`src/rtl/srt_pkg.sv`:
```
`timescale 1ns / 1ps
// Package for the stream ownership router: sizes, message kinds, error codes
// and the records that pass between the front, the queue and the back.
// Depends on nothing; every other file imports it.
package srt_pkg;

  localparam int STREAMS  = 16;
  localparam int CLIENTS  = 2;
  localparam int STREAM_W = (STREAMS > 1) ? $clog2(STREAMS) : 1;
  localparam int QDEPTH   = 2;
  localparam int QPTR_W   = (QDEPTH > 1) ? $clog2(QDEPTH) : 1;
  localparam int QCNT_W   = $clog2(QDEPTH + 1);

  localparam int KIND_W   = 2;
  localparam int CLIENT_W = 2;
  localparam int SID_W    = 8;
  localparam int CODE_W   = 8;
  localparam int DEST_W   = 2;
  localparam int ERR_W    = 3;
  localparam int APB_AW   = 4;
  localparam int APB_DW   = 32;

  typedef enum logic [KIND_W-1:0] {
    KIND_CLIENT_CMD = 2'd0,
    KIND_CLIENT_PCM = 2'd1,
    KIND_DRIVER_RSP = 2'd2,
    KIND_DRIVER_PCM = 2'd3
  } kind_e;

  typedef enum logic [1:0] {
    REG_TAKE_CODE    = 2'd0,
    REG_RELEASE_CODE = 2'd1,
    REG_OK_STATUS    = 2'd2,
    REG_UNUSED       = 2'd3
  } reg_idx_e;

  localparam logic [ERR_W-1:0] ERR_NONE       = 3'd0;
  localparam logic [ERR_W-1:0] ERR_BAD_CLIENT = 3'd1;
  localparam logic [ERR_W-1:0] ERR_BAD_STREAM = 3'd2;
  localparam logic [ERR_W-1:0] ERR_TAKE_FIRST = 3'd3;
  localparam logic [ERR_W-1:0] ERR_BUSY       = 3'd4;
  localparam logic [ERR_W-1:0] ERR_NO_OWNER   = 3'd5;

  localparam logic [DEST_W-1:0]   DEST_DRIVER = 2'd0;
  localparam logic [CLIENT_W-1:0] OWNER_NONE  = 2'd0;

  typedef struct packed {
    logic [CODE_W-1:0] take_code;
    logic [CODE_W-1:0] release_code;
    logic [CODE_W-1:0] ok_status;
  } cfg_t;

  // One classified message as it waits in the queue.
  typedef struct packed {
    kind_e               kind;
    logic [CLIENT_W-1:0] client;
    logic [STREAM_W-1:0] stream;
    logic                is_take;
    logic                frees;
    logic [ERR_W-1:0]    pre_err;
  } entry_t;

endpackage

```
`src/rtl/srt_req_if.sv`:
```
`timescale 1ns / 1ps
// Message channel into the router: valid, ready and the message fields.
// Depends on srt_pkg for the field widths.
interface srt_req_if;
  import srt_pkg::*;

  logic              valid;
  logic              ready;
  logic [KIND_W-1:0]   req_type;
  logic [CLIENT_W-1:0] client_id;
  logic [SID_W-1:0]    stream_num;
  logic [CODE_W-1:0]   cmd_code;
  logic [CODE_W-1:0]   cmd_status;

  modport source (output valid, req_type, client_id, stream_num, cmd_code, cmd_status,
                  input ready);
  modport sink   (input valid, req_type, client_id, stream_num, cmd_code, cmd_status,
                  output ready);
endinterface

```
`src/rtl/srt_rsp_if.sv`:
```
`timescale 1ns / 1ps
// Routing decision channel out of the router: valid, ready and the result.
// Depends on srt_pkg for the field widths.
interface srt_rsp_if;
  import srt_pkg::*;

  logic              valid;
  logic              ready;
  logic              forward;
  logic [DEST_W-1:0] destination;
  logic [ERR_W-1:0]  error_code;

  modport source (output valid, forward, destination, error_code, input ready);
  modport sink   (input valid, forward, destination, error_code, output ready);
endinterface

```
`src/rtl/srt_front.sv`:
```
`timescale 1ns / 1ps
// Front of the router: checks client and stream ids and decodes the command
// code against the configuration. Depends on srt_pkg and srt_req_if.
module srt_front (
  srt_req_if.sink        req_if,
  input  srt_pkg::cfg_t   cfg_i,
  input  logic            q_full_i,
  output logic            push_o,
  output srt_pkg::entry_t entry_o
);
  import srt_pkg::*;

  logic bad_client;
  logic bad_stream;
  logic is_take;
  logic is_release;

  assign req_if.ready = !q_full_i;
  assign push_o       = req_if.valid && !q_full_i;

  assign bad_client = !req_if.req_type[1] && (req_if.client_id >= CLIENT_W'(CLIENTS));
  assign bad_stream = ({1'b0, req_if.stream_num} >= (SID_W + 1)'(STREAMS));
  assign is_take    = (req_if.cmd_code == cfg_i.take_code);
  assign is_release = (req_if.cmd_code == cfg_i.release_code);

  always_comb begin
    entry_o.kind    = kind_e'(req_if.req_type);
    entry_o.client  = req_if.client_id;
    entry_o.stream  = req_if.stream_num[STREAM_W-1:0];
    entry_o.is_take = is_take;
    // A release, or a take the driver refused, frees the stream.
    entry_o.frees   = is_release || (is_take && (req_if.cmd_status != cfg_i.ok_status));
    priority if (bad_client) begin
      entry_o.pre_err = ERR_BAD_CLIENT;
    end else if (bad_stream) begin
      entry_o.pre_err = ERR_BAD_STREAM;
    end else begin
      entry_o.pre_err = ERR_NONE;
    end
  end
endmodule

```
`src/rtl/srt_queue.sv`:
```
`timescale 1ns / 1ps
// Short queue of classified messages between the front and the back.
// Depends on srt_pkg for the entry record and the depth.
module srt_queue (
  input  logic            clk_i,
  input  logic            rst_ni,
  input  logic            push_i,
  input  srt_pkg::entry_t entry_i,
  input  logic            pop_i,
  output logic            full_o,
  output logic            valid_o,
  output srt_pkg::entry_t entry_o
);
  import srt_pkg::*;

  entry_t              mem_q [QDEPTH];
  logic [QPTR_W-1:0]   wr_ptr_q, wr_ptr_d;
  logic [QPTR_W-1:0]   rd_ptr_q, rd_ptr_d;
  logic [QCNT_W-1:0]   count_q, count_d;

  assign full_o  = (count_q == QCNT_W'(QDEPTH));
  assign valid_o = (count_q != '0);
  assign entry_o = mem_q[rd_ptr_q];

  always_comb begin
    wr_ptr_d = wr_ptr_q;
    rd_ptr_d = rd_ptr_q;
    count_d  = count_q;
    if (push_i) begin
      wr_ptr_d = (wr_ptr_q == QPTR_W'(QDEPTH - 1)) ? '0 : wr_ptr_q + 1'b1;
    end
    if (pop_i) begin
      rd_ptr_d = (rd_ptr_q == QPTR_W'(QDEPTH - 1)) ? '0 : rd_ptr_q + 1'b1;
    end
    if (push_i && !pop_i) begin
      count_d = count_q + 1'b1;
    end else if (pop_i && !push_i) begin
      count_d = count_q - 1'b1;
    end
  end

  always_ff @(posedge clk_i or negedge rst_ni) begin
    if (!rst_ni) begin
      wr_ptr_q <= '0;
      rd_ptr_q <= '0;
      count_q  <= '0;
    end else begin
      wr_ptr_q <= wr_ptr_d;
      rd_ptr_q <= rd_ptr_d;
      count_q  <= count_d;
    end
  end

  always_ff @(posedge clk_i) begin
    if (push_i) begin
      mem_q[wr_ptr_q] <= entry_i;
    end
  end
endmodule

```
`src/rtl/srt_back.sv`:
```
`timescale 1ns / 1ps
// Back of the router: owner table lookup and update, and the result register.
// Depends on srt_pkg and srt_rsp_if.
module srt_back (
  input  logic            clk_i,
  input  logic            rst_ni,
  input  logic            q_valid_i,
  input  srt_pkg::entry_t entry_i,
  output logic            pop_o,
  srt_rsp_if.source       rsp_if
);
  import srt_pkg::*;

  logic [CLIENT_W-1:0] owner_q [STREAMS];
  logic                out_valid_q;
  logic                forward_q, forward_d;
  logic [DEST_W-1:0]   dest_q, dest_d;
  logic [ERR_W-1:0]    err_q, err_d;
  logic [CLIENT_W-1:0] owner;
  logic [CLIENT_W-1:0] self_tag;
  logic                wr_en;
  logic [CLIENT_W-1:0] wr_val;

  assign pop_o    = q_valid_i && (!out_valid_q || rsp_if.ready);
  assign owner    = owner_q[entry_i.stream];
  assign self_tag = entry_i.client + 1'b1;

  always_comb begin
    forward_d = 1'b0;
    dest_d    = DEST_DRIVER;
    err_d     = ERR_NONE;
    wr_en     = 1'b0;
    wr_val    = OWNER_NONE;
    priority if (entry_i.pre_err != ERR_NONE) begin
      err_d = entry_i.pre_err;
    end else if (!entry_i.kind[1]) begin
      // Client message.
      priority if (owner == OWNER_NONE) begin
        if (entry_i.kind == KIND_CLIENT_CMD && entry_i.is_take) begin
          forward_d = 1'b1;
          wr_en     = 1'b1;
          wr_val    = self_tag;
        end else begin
          err_d = ERR_TAKE_FIRST;
        end
      end else if (owner != self_tag) begin
        err_d = ERR_BUSY;
      end else begin
        forward_d = 1'b1;
      end
    end else begin
      // Driver message.
      if (owner == OWNER_NONE) begin
        err_d = ERR_NO_OWNER;
      end else begin
        forward_d = 1'b1;
        dest_d    = owner;
        wr_en     = (entry_i.kind == KIND_DRIVER_RSP) && entry_i.frees;
      end
    end
  end

  always_ff @(posedge clk_i or negedge rst_ni) begin
    if (!rst_ni) begin
      for (int i = 0; i < STREAMS; i++) begin
        owner_q[i] <= OWNER_NONE;
      end
      out_valid_q <= 1'b0;
    end else begin
      if (pop_o && wr_en) begin
        owner_q[entry_i.stream] <= wr_val;
      end
      if (pop_o) begin
        out_valid_q <= 1'b1;
      end else if (rsp_if.ready) begin
        out_valid_q <= 1'b0;
      end
    end
  end

  always_ff @(posedge clk_i) begin
    if (pop_o) begin
      forward_q <= forward_d;
      dest_q    <= dest_d;
      err_q     <= err_d;
    end
  end

  assign rsp_if.valid       = out_valid_q;
  assign rsp_if.forward     = forward_q;
  assign rsp_if.destination = dest_q;
  assign rsp_if.error_code  = err_q;
endmodule

```
`src/rtl/stream_ownership_router.sv`:
```
`timescale 1ns / 1ps
// Top level of the stream ownership router: APB register bank, front, queue
// and back. Depends on srt_pkg, srt_req_if, srt_rsp_if and the srt_ modules.
//
// Usage: each transaction on req_if is one message (client command, client
// PCM, driver command response or driver PCM) naming a stream and a code.
// For every message the router returns exactly one transaction on rsp_if
// that says whether to forward it, where to (0 the driver, else owner + 1)
// and an error code. An owner table of STREAMS entries records which client
// holds each stream; takes claim free streams, and releases or refused takes
// reported by the driver free them again.
// Flow: an accepted message is first written into the queue, and the owner
// table stage then loads the result register from the queue head.
// Throughput: one message per cycle while rsp_if.ready is high, set by the single
// owner table read and write that the back stage performs each cycle.
// Back-pressure: while rsp_if.ready is low the result register holds, the
// back stage stops, and the two-entry queue fills; req_if.ready then drops.
// Reset clears every table entry to unowned, empties the queue and the
// result register, and loads the register defaults (take 0, release 1, ok 0).
// Registers are written over APB at byte addresses 0, 4 and 8; they are to
// be changed only while no message is in flight.
module stream_ownership_router (
  input  logic                       clk_i,
  input  logic                       rst_ni,
  srt_req_if.sink                    req_if,
  srt_rsp_if.source                  rsp_if,
  input  logic                       psel,
  input  logic                       penable,
  input  logic                       pwrite,
  input  logic [srt_pkg::APB_AW-1:0] paddr,
  input  logic [srt_pkg::APB_DW-1:0] pwdata,
  output logic [srt_pkg::APB_DW-1:0] prdata,
  output logic                       pready
);
  import srt_pkg::*;

  cfg_t     cfg_q;
  reg_idx_e reg_idx;
  logic     cfg_wr;
  logic     push;
  logic     pop;
  logic     q_full;
  logic     q_valid;
  entry_t   front_entry;
  entry_t   head_entry;

  // The register bank answers every access without wait states.
  assign pready  = 1'b1;
  assign reg_idx = reg_idx_e'(paddr[3:2]);
  assign cfg_wr  = psel && penable && pwrite;

  always_ff @(posedge clk_i or negedge rst_ni) begin
    if (!rst_ni) begin
      cfg_q.take_code    <= 8'd0;
      cfg_q.release_code <= 8'd1;
      cfg_q.ok_status    <= 8'd0;
    end else if (cfg_wr) begin
      unique case (reg_idx)
        REG_TAKE_CODE:    cfg_q.take_code    <= pwdata[CODE_W-1:0];
        REG_RELEASE_CODE: cfg_q.release_code <= pwdata[CODE_W-1:0];
        REG_OK_STATUS:    cfg_q.ok_status    <= pwdata[CODE_W-1:0];
        default: ;
      endcase
    end
  end

  always_comb begin
    unique case (reg_idx)
      REG_TAKE_CODE:    prdata = {{(APB_DW - CODE_W){1'b0}}, cfg_q.take_code};
      REG_RELEASE_CODE: prdata = {{(APB_DW - CODE_W){1'b0}}, cfg_q.release_code};
      REG_OK_STATUS:    prdata = {{(APB_DW - CODE_W){1'b0}}, cfg_q.ok_status};
      default:          prdata = '0;
    endcase
  end

  // Front classifies each message as it is accepted.
  srt_front u_front (
    .req_if   (req_if),
    .cfg_i    (cfg_q),
    .q_full_i (q_full),
    .push_o   (push),
    .entry_o  (front_entry)
  );

  // The queue lets the front keep accepting while the receiver stalls, until it is full.
  srt_queue u_queue (
    .clk_i   (clk_i),
    .rst_ni  (rst_ni),
    .push_i  (push),
    .entry_i (front_entry),
    .pop_i   (pop),
    .full_o  (q_full),
    .valid_o (q_valid),
    .entry_o (head_entry)
  );

  // The back owns the table and is the only place it is read or written,
  // so messages see ownership changes in arrival order.
  srt_back u_back (
    .clk_i     (clk_i),
    .rst_ni    (rst_ni),
    .q_valid_i (q_valid),
    .entry_i   (head_entry),
    .pop_o     (pop),
    .rsp_if    (rsp_if)
  );

`ifndef SYNTHESIS
  // A stalled result must not be overwritten by the back stage.
  a_no_pop_on_stall: assert property (@(posedge clk_i) disable iff (!rst_ni)
    (rsp_if.valid && !rsp_if.ready) |-> !pop)
    else $error("back stage advanced while the result was stalled");

  // Every error result is a dropped message.
  a_err_drops: assert property (@(posedge clk_i) disable iff (!rst_ni)
    (rsp_if.valid && rsp_if.error_code != ERR_NONE) |-> !rsp_if.forward)
    else $error("message with an error was forwarded");

  // An accepted message is waiting in the queue on the next cycle.
  a_accept_queued: assert property (@(posedge clk_i) disable iff (!rst_ni)
    (req_if.valid && req_if.ready) |=> q_valid)
    else $error("accepted message missing from the queue");
`endif

endmodule
```
`src/flat_wrapper.sv`:
```
// flat-port wrapper written by rule: the top's interface ports become plain ports
module stream_ownership_router_flat import srt_pkg::*;
  (clk_i, rst_ni, psel, penable, pwrite, paddr, pwdata, prdata, pready, req_if_valid, req_if_req_type, req_if_client_id, req_if_stream_num, req_if_cmd_code, req_if_cmd_status, req_if_ready, rsp_if_valid, rsp_if_forward, rsp_if_destination, rsp_if_error_code, rsp_if_ready);
  srt_req_if req_if_i ();
  srt_rsp_if rsp_if_i ();
  input  logic clk_i;
  input  logic rst_ni;
  input  logic psel;
  input  logic penable;
  input  logic pwrite;
  input  logic [srt_pkg::APB_AW-1:0] paddr;
  input  logic [srt_pkg::APB_DW-1:0] pwdata;
  output logic [srt_pkg::APB_DW-1:0] prdata;
  output logic pready;
  input wire logic [$bits(req_if_i.valid)-1:0] req_if_valid;
  input wire logic [$bits(req_if_i.req_type)-1:0] req_if_req_type;
  input wire logic [$bits(req_if_i.client_id)-1:0] req_if_client_id;
  input wire logic [$bits(req_if_i.stream_num)-1:0] req_if_stream_num;
  input wire logic [$bits(req_if_i.cmd_code)-1:0] req_if_cmd_code;
  input wire logic [$bits(req_if_i.cmd_status)-1:0] req_if_cmd_status;
  output wire logic [$bits(req_if_i.ready)-1:0] req_if_ready;
  output wire logic [$bits(rsp_if_i.valid)-1:0] rsp_if_valid;
  output wire logic [$bits(rsp_if_i.forward)-1:0] rsp_if_forward;
  output wire logic [$bits(rsp_if_i.destination)-1:0] rsp_if_destination;
  output wire logic [$bits(rsp_if_i.error_code)-1:0] rsp_if_error_code;
  input wire logic [$bits(rsp_if_i.ready)-1:0] rsp_if_ready;
  assign req_if_i.valid = req_if_valid;
  assign req_if_i.req_type = req_if_req_type;
  assign req_if_i.client_id = req_if_client_id;
  assign req_if_i.stream_num = req_if_stream_num;
  assign req_if_i.cmd_code = req_if_cmd_code;
  assign req_if_i.cmd_status = req_if_cmd_status;
  assign req_if_ready = req_if_i.ready;
  assign rsp_if_valid = rsp_if_i.valid;
  assign rsp_if_forward = rsp_if_i.forward;
  assign rsp_if_destination = rsp_if_i.destination;
  assign rsp_if_error_code = rsp_if_i.error_code;
  assign rsp_if_i.ready = rsp_if_ready;
  stream_ownership_router u_core (.clk_i(clk_i), .rst_ni(rst_ni), .req_if(req_if_i), .rsp_if(rsp_if_i), .psel(psel), .penable(penable), .pwrite(pwrite), .paddr(paddr), .pwdata(pwdata), .prdata(prdata), .pready(pready));
endmodule
```
`config.mk`:
```
export PLATFORM = sky130hd
export DESIGN_NAME = stream_ownership_router_flat
export DESIGN_NICKNAME = d
export VERILOG_FILES = /design/src/rtl/srt_pkg.sv /design/src/rtl/srt_req_if.sv /design/src/rtl/srt_rsp_if.sv /design/src/rtl/srt_front.sv /design/src/rtl/srt_queue.sv /design/src/rtl/srt_back.sv /design/src/rtl/stream_ownership_router.sv /design/src/flat_wrapper.sv
export SDC_FILE = /design/constraint.sdc
export NUM_CORES = 1
export LEC_CHECK = 0
export BUFFER_PORTS_ARGS = -buffer_cell sky130_fd_sc_hd__buf_2
export CORE_MARGIN = 2
export CORE_UTILIZATION = 55
export CTS_BUF_LIST = sky130_fd_sc_hd__clkbuf_16
export CTS_CLUSTER_DIAMETER = 200
export DETAILED_ROUTE_END_ITERATION = 7
export GPL_TIMING_DRIVEN = 0
export PLACE_DENSITY = 0.81
export SLEW_MARGIN = 5
export SYNTH_ARGS = -nofsm -noshare
export SYNTH_HDL_FRONTEND = slang
export SYNTH_HIERARCHICAL = 1
export SYNTH_SLANG_ARGS = --single-unit
```
`constraint.sdc`:
```
create_clock -name clk_i -period 3.16 [get_ports clk_i]
set_input_delay 0.158 -clock clk_i [delete_from_list [all_inputs] [get_ports clk_i]]
set_output_delay 0.158 -clock clk_i [all_outputs]
set_load 0.01 [all_outputs]
```
# --- After elaboration in Yosys (flattened, before gate mapping) ---
# Memories as Yosys holds them, arrays and structs flattened.
# Cells that the tools add are included.
totals:
  regBits: 67
  ram_bits: 24
  in_bits: 71
  out_inout_bits: 41
  mem_count: 1
memory_table:
  columns: ["name", "depth", "width", "read_ports", "rd_clocked_by_memory_dff", "wr", "line", "text"]
  rows:
  - ["u_core.u_queue.mem_q", 2, 12, 1, 0, 1, "srt_queue.sv:16", "entry_t mem_q [QDEPTH];"]
op_classes:
  n_addsub: 5
  order_cmp: 4
  n_eq_ne: 8
  n_mux: 36
  bitwise_logic: 2
  n_reduce_logical: 30
op_table:
  columns: ["operator", "n"]
  rows:
  - ["32-bit bitwise mux", 1]
  - ["2-bit two-way mux", 12]
  - ["8-bit one-hot mux with 3 select lines", 1]
  - ["8-bit == test", 2]
  - ["1-bit two-way mux", 15]
  - ["3-bit two-way mux", 5]
  - ["1-bit logical AND", 12]
  - ["2-bit binary-select mux with 4-bit select", 1]
  - ["2-bit demux with 4-bit select", 1]
  - ["8-bit by 5-bit greater-or-equal comparator with 1-bit output (second input constant)", 1]
  - ["8-bit inequality test", 1]
  - ["2-bit == test (second input constant)", 3]
  - ["2-bit logical NOT", 3]
  - ["2-bit AND reduction", 3]
  - ["2-bit nonzero test", 3]
  - ["5-bit greater-or-equal comparator (second input constant)", 1]
  - ["1-bit logical NOT", 5]
  - ["5-bit by 1-bit less-than comparator with 1-bit output (second input constant)", 1]
  - ["4-bit NOT with 5-bit output", 1]
  - ["2-bit by 1-bit adder with 2-bit output (second input constant)", 2]
  - ["3-bit nonzero test", 1]
  - ["3-bit OR reduction", 1]
  - ["1-bit adder (second input constant)", 2]
  - ["2-bit by 1-bit == test with 1-bit output (second input constant)", 1]
  - ["5 further kinds", 6]

# --- Logic depth before layout (Yosys ltp) ---
# An unclocked memory read counts as a cell.
depth:
  ltp_word: 10
  ltp_mapped: 11
  mapped_depth_nobuf: 8

# --- Cells and area by module ---
# Netlist, hierarchy kept.
modules_own_cells:
  columns: ["module", "n_inst", "cells_per_inst", "area_per_inst_um2", "seq_area_each_um2"]
  rows:
  - ["srt_back", 1, 215, 2287.2, 1006.0]
  - ["stream_ownership_router", 1, 108, 1335.0, 601.8]
  - ["srt_queue", 1, 56, 1127.3, 880.8]
  - ["srt_front", 1, 50, 389.1, 0.0]

# --- Least setup slack after synthesis ---
# Ideal clock, no wire load.
synth_path:
  path_type: "reg-to-reg"
  start: "register u_core.u_queue.rd_ptr_q"
  end: "register u_core/u_back/owner_q[16] (netlist name)"
  t_arrival_ps: 2799
  t_required_ps: 3039
  setup_slack_ps: 240
  path_stages_with_launch: 12
  path_buffers: 4
  synth_period_minus_slack_ps: 2920
  path_cell_list: "dfrtp_1 -> buf_6 -> mux2_2 -> buf_6 -> mux4_2 -> mux2_4 -> a311oi_2 -> a31oi_2 -> buf_6 -> buf_6 -> mux2i_1 -> a22o_1"
synth_lines:
  columns: ["element", "line", "text"]
  rows:
  - ["start, declared", "srt_queue.sv:18", "logic [QPTR_W-1:0] rd_ptr_q, rd_ptr_d;"]
  - ["start signal, assigned", "srt_queue.sv:49", "rd_ptr_q <= rd_ptr_d;"]
  - ["end signal, assigned by index", "srt_back.sv:71", "owner_q[entry_i.stream] <= wr_val;"]
  - ["end, declared", "srt_back.sv:14", "logic [CLIENT_W-1:0] owner_q [STREAMS];"]

==> impl_metrics.json <==
{
  "r2r-start": "u_core/u_queue/rd_ptr_q$_DFFE_PN0P_",
  "cts_max_level": 3,
  "path_depth": 11,
  "syn_area_um2": 5140,
  "drc_errors": 0,
  "tightest_slew_ps": 1270,
  "synthCells": 429,
  "synth_area_leaders": "dfrtp_1 29%, edfxtp_1 19%, mux2_2 6.6%",
  "drive_gt1_share_pct": 33.2,
  "synth_seq_area_share_pct": 48.4,
  "synth_ff_type": "dfrtp_1",
  "endpoint": "u_core/u_back/rsp_if.error_code[2]$_DFFE_PP_",
  "cts_buffers": 9,
  "grt-ovfl-total": 0,
  "grt_setup_unrepaired": "false",
  "route.vias.total": 3570,
  "clk_pin_slew_ps": 70,
  "clkPwrFrac_pct": 24.3,
  "critPathBufInv": 4,
  "powerDensity_nw_per_um2": 714,
  "grt_use_total_pct": 22.9,
  "die_area_um2": 10100,
  "p_leak_nw": 2.70,
  "cp.required_ps": 3370,
  "core_area_um2": 9150,
  "syn_avg_cell_area_um2": 12.0,
  "gr-usage-met1_pct": 28.8,
  "fin_crit_sh_pct": 96.7,
  "period_needed_ps": 3050,
  "gr-usage-met2_pct": 38.2,
  "fp-row-count": 35,
  "grt_pass1_wl_um": 17900,
  "final_common_cell": "dfrtp_1",
  "async_reset_ff_share_pct": 65.6,
  "cp.arrival_ps": 3260,
  "fin_skew_ps": 7.27,
  "clock_path_buffers": 2,
  "finalWirelength_um": 11000,
  "dp.final_hpwl_um": 7830,
  "synth-edff-count": 32,
  "fmax_ghz": 0.327,
  "synth_cell_types": 50,
  "finalSetupViolCount": 0,
  "pwr-share-seq_pct": 37.4,
  "maxSlewHeadroom_pct": 15.3,
  "synth_top_cell_area_share_pct": 29.2,
  "cp-startpoint": "u_core/u_queue/rd_ptr_q$_DFFE_PN0P_",
  "diodes": 0,
  "status": "complete, no violations",
  "drtPass1Iterations": 4,
  "routed_via_density": 5.54,
  "tns_ps": 0,
  "cts.sinks": 93,
  "start_util_pct": 56.1,
  "final_util_pct": 66.4,
  "combPwrFrac_pct": 38.3,
  "antenna_left": 0,
  "hold_viol": 0,
  "sw_frac_of_total_pct": 34.1,
  "antenna_found_initial": 0,
  "slew_viol_final": 0,
  "synth_top_cell_by_area": "dfrtp_1",
  "hold_class": "input pin to flip-flop",
  "wl_per_cell_um": 17.1,
  "start_kind": "flip-flop",
  "nFillCells": 698,
  "yosysWarnings": 6,
  "dp_cells": 617,
  "worstSetupPathType": "flip-flop to flip-flop",
  "synth_seq_cells": 93,
  "cts_tree": "done",
  "portBuffers": 54,
  "ioPinCount": 112,
  "place.gp.congestion": 0.938,
  "r2r_cells": 11,
  "slowest_stage": "mux4_2",
  "rrSetupSlack_ps": 110,
  "drt_iter0_drc": 159,
  "worstHoldStart": "req_if_client_id[0]",
  "worstPathMaxFanout": 10,
  "p_sw_mw": 1.48,
  "grt_start_max_net_pins": 62,
  "vdd_drop_max_uv": 324,
  "grt.met3_usage_pct": 6.45,
  "area_growth_pct": 18.2,
  "layout_common_cells": "59 x dfrtp_1, 54 x buf_2, 44 x buf_4",
  "nets": 600,
  "p_int_mw": 2.86,
  "layout.cells.non_filler": 644,
  "clk_latency_ps": 340,
  "clockRootBuffer": "clkbuf_16",
  "grt.busiest_layer": "met2",
  "die_w_um": 101,
  "max_stage_delay_ps": 530,
  "worstPathCellList": "buf_8 -> mux2_2 -> buf_6 -> mux4_2 -> mux2_4 -> a311oi_4 -> a31oi_4 -> buf_6 -> buf_6 -> a211oi_2 -> a31o_1",
  "r2r-end": "u_core/u_back/rsp_if.error_code[2]$_DFFE_PP_",
  "cpMostUsedCell": "buf_6",
  "endpoint_kind": "flip-flop",
  "path_delay_family": "multiplexers",
  "die_h_um": 101,
  "grt_pass1_vias": 3662,
  "cap_violations": 0
}
Yosys cell counts, types with 2 or more instances:
library cell  number
nor3_1            14
o21ai_0            8
mux4_2             4
nand2_1           20
mux2_2            30
nor4_2             2
a21o_1             2
nand3_1            8
nand3b_1           2
mux2_4             9
a31o_1             2
inv_1              4
nand2b_1          10
nor2b_1            8
a22o_1            33
buf_4             39
buf_6              6
a22oi_1            2
a21oi_1            2
clkbuf_1           5
mux2i_1           33
xnor2_1            9
nand4_1            2
dfrtp_1           60
xor2_1            20
nor4_1             4
conb_1             3
nor2_1            35
edfxtp_1          32
layer usage:
metal	up-vias	part of all wire [%]
met5	-	0
met4	0	2.3
met3	24	6.9
met2	159	50
met1	1704	41
li1	1683	-
through the flow:
| step | cell area [µm²] | hold WS, ps | power (mW) | worst slack, ps |
|---|---|---|---|---|
| 4_1_cts | 6040 | 5.99 | 4.32 | 11.3 |
| 6_report | 6070 | 20.9 | 4.33 | 105 |
| 5_1_grt | 6070 | 3.85 | 4.57 | 10.8 |
| 3_5_place_dp | 5640 | 289 | 3.17 | -155 |
| 2_1_floorplan | 5230 | -138 | 2.79 | 240 |
| 3_3_place_gp | 5630 | 346 | 3.12 | -109 |
power groups by stage:
stage / registers, mW / logic [mW] / clock network [mW]
final: 1.62 / 1.66 / 1.05
after global routing: 1.65 / 1.78 / 1.14
after CTS: 1.63 / 1.62 / 1.08
after detailed placement: 1.65 / 1.52 / 0
after global placement: 1.63 / 1.48 / 0
after floorplan: 1.64 / 1.16 / 0
flip-flops by register name (all words and copies together) (netlist names), 2 cells and up:
signal / count
u_core/cfg_q: 24
u_core/u_back/owner_q: 32
u_core/u_back/rsp_if.destination: 2
u_core/u_back/rsp_if.error_code: 3
u_core/u_queue/count_q: 2
u_core/u_queue/mem_q: 26
cell type report:
| class | count | area (µm²) | area share, % |
|---|---|---|---|
| Clock buffer | 9 | 225 | 3.71 |
| Clock inverter | 7 | 67.6 | 1.11 |
| Tap cell | 111 | 139 | 2.29 |
| Buffer | 52 | 392 | 6.45 |
| Sequential cell | 93 | 2490 | 41.0 |
| Inverter | 4 | 15.0 | 0.247 |
| Timing Repair Buffer | 65 | 383 | 6.30 |
| Multi-Input combinational cell | 303 | 2360 | 38.9 |
what timing repair did:
action,in CTS,in global routing
hold endpoints to repair,67,2
gates cloned,0,0
buffers inserted,4,1
pin swaps,2,1
resized for setup,3,3
hold buffers,5,1
setup endpoints to repair,34,34
kinds of logic after synthesis:
group / share of synthesized area, %
other: 0.219
xor gates and xnor gates: 4.94
buffers and inverters: 7.84
and+or+nand+nor: 12.0
muxes: 17.4
AOI/OAI and AO/OA: 8.91
DFF: 48.4
adders and majority gates: 0.243
worst min-delay path by stage:
stage	to	slack, ps	cells past startpoint
after detailed placement	u_core/u_queue/rd_ptr_q$_DFFE_PN0P_	290	1
final	u_core/u_queue/mem_q[1][9]$_DFFE_PP_	20	1
after CTS	u_core/u_queue/mem_q[1][11]$_DFFE_PP_	6	1
after global routing	u_core/u_queue/mem_q[0][9]$_DFFE_PP_	4	1
after floorplan	u_core/cfg_q[0]$_DFFE_PN0P_	-140	0
after global placement	u_core/u_queue/mem_q[0][8]$_DFFE_PP_	350	1
No activity file was read; power rests on OpenSTA's default activity.
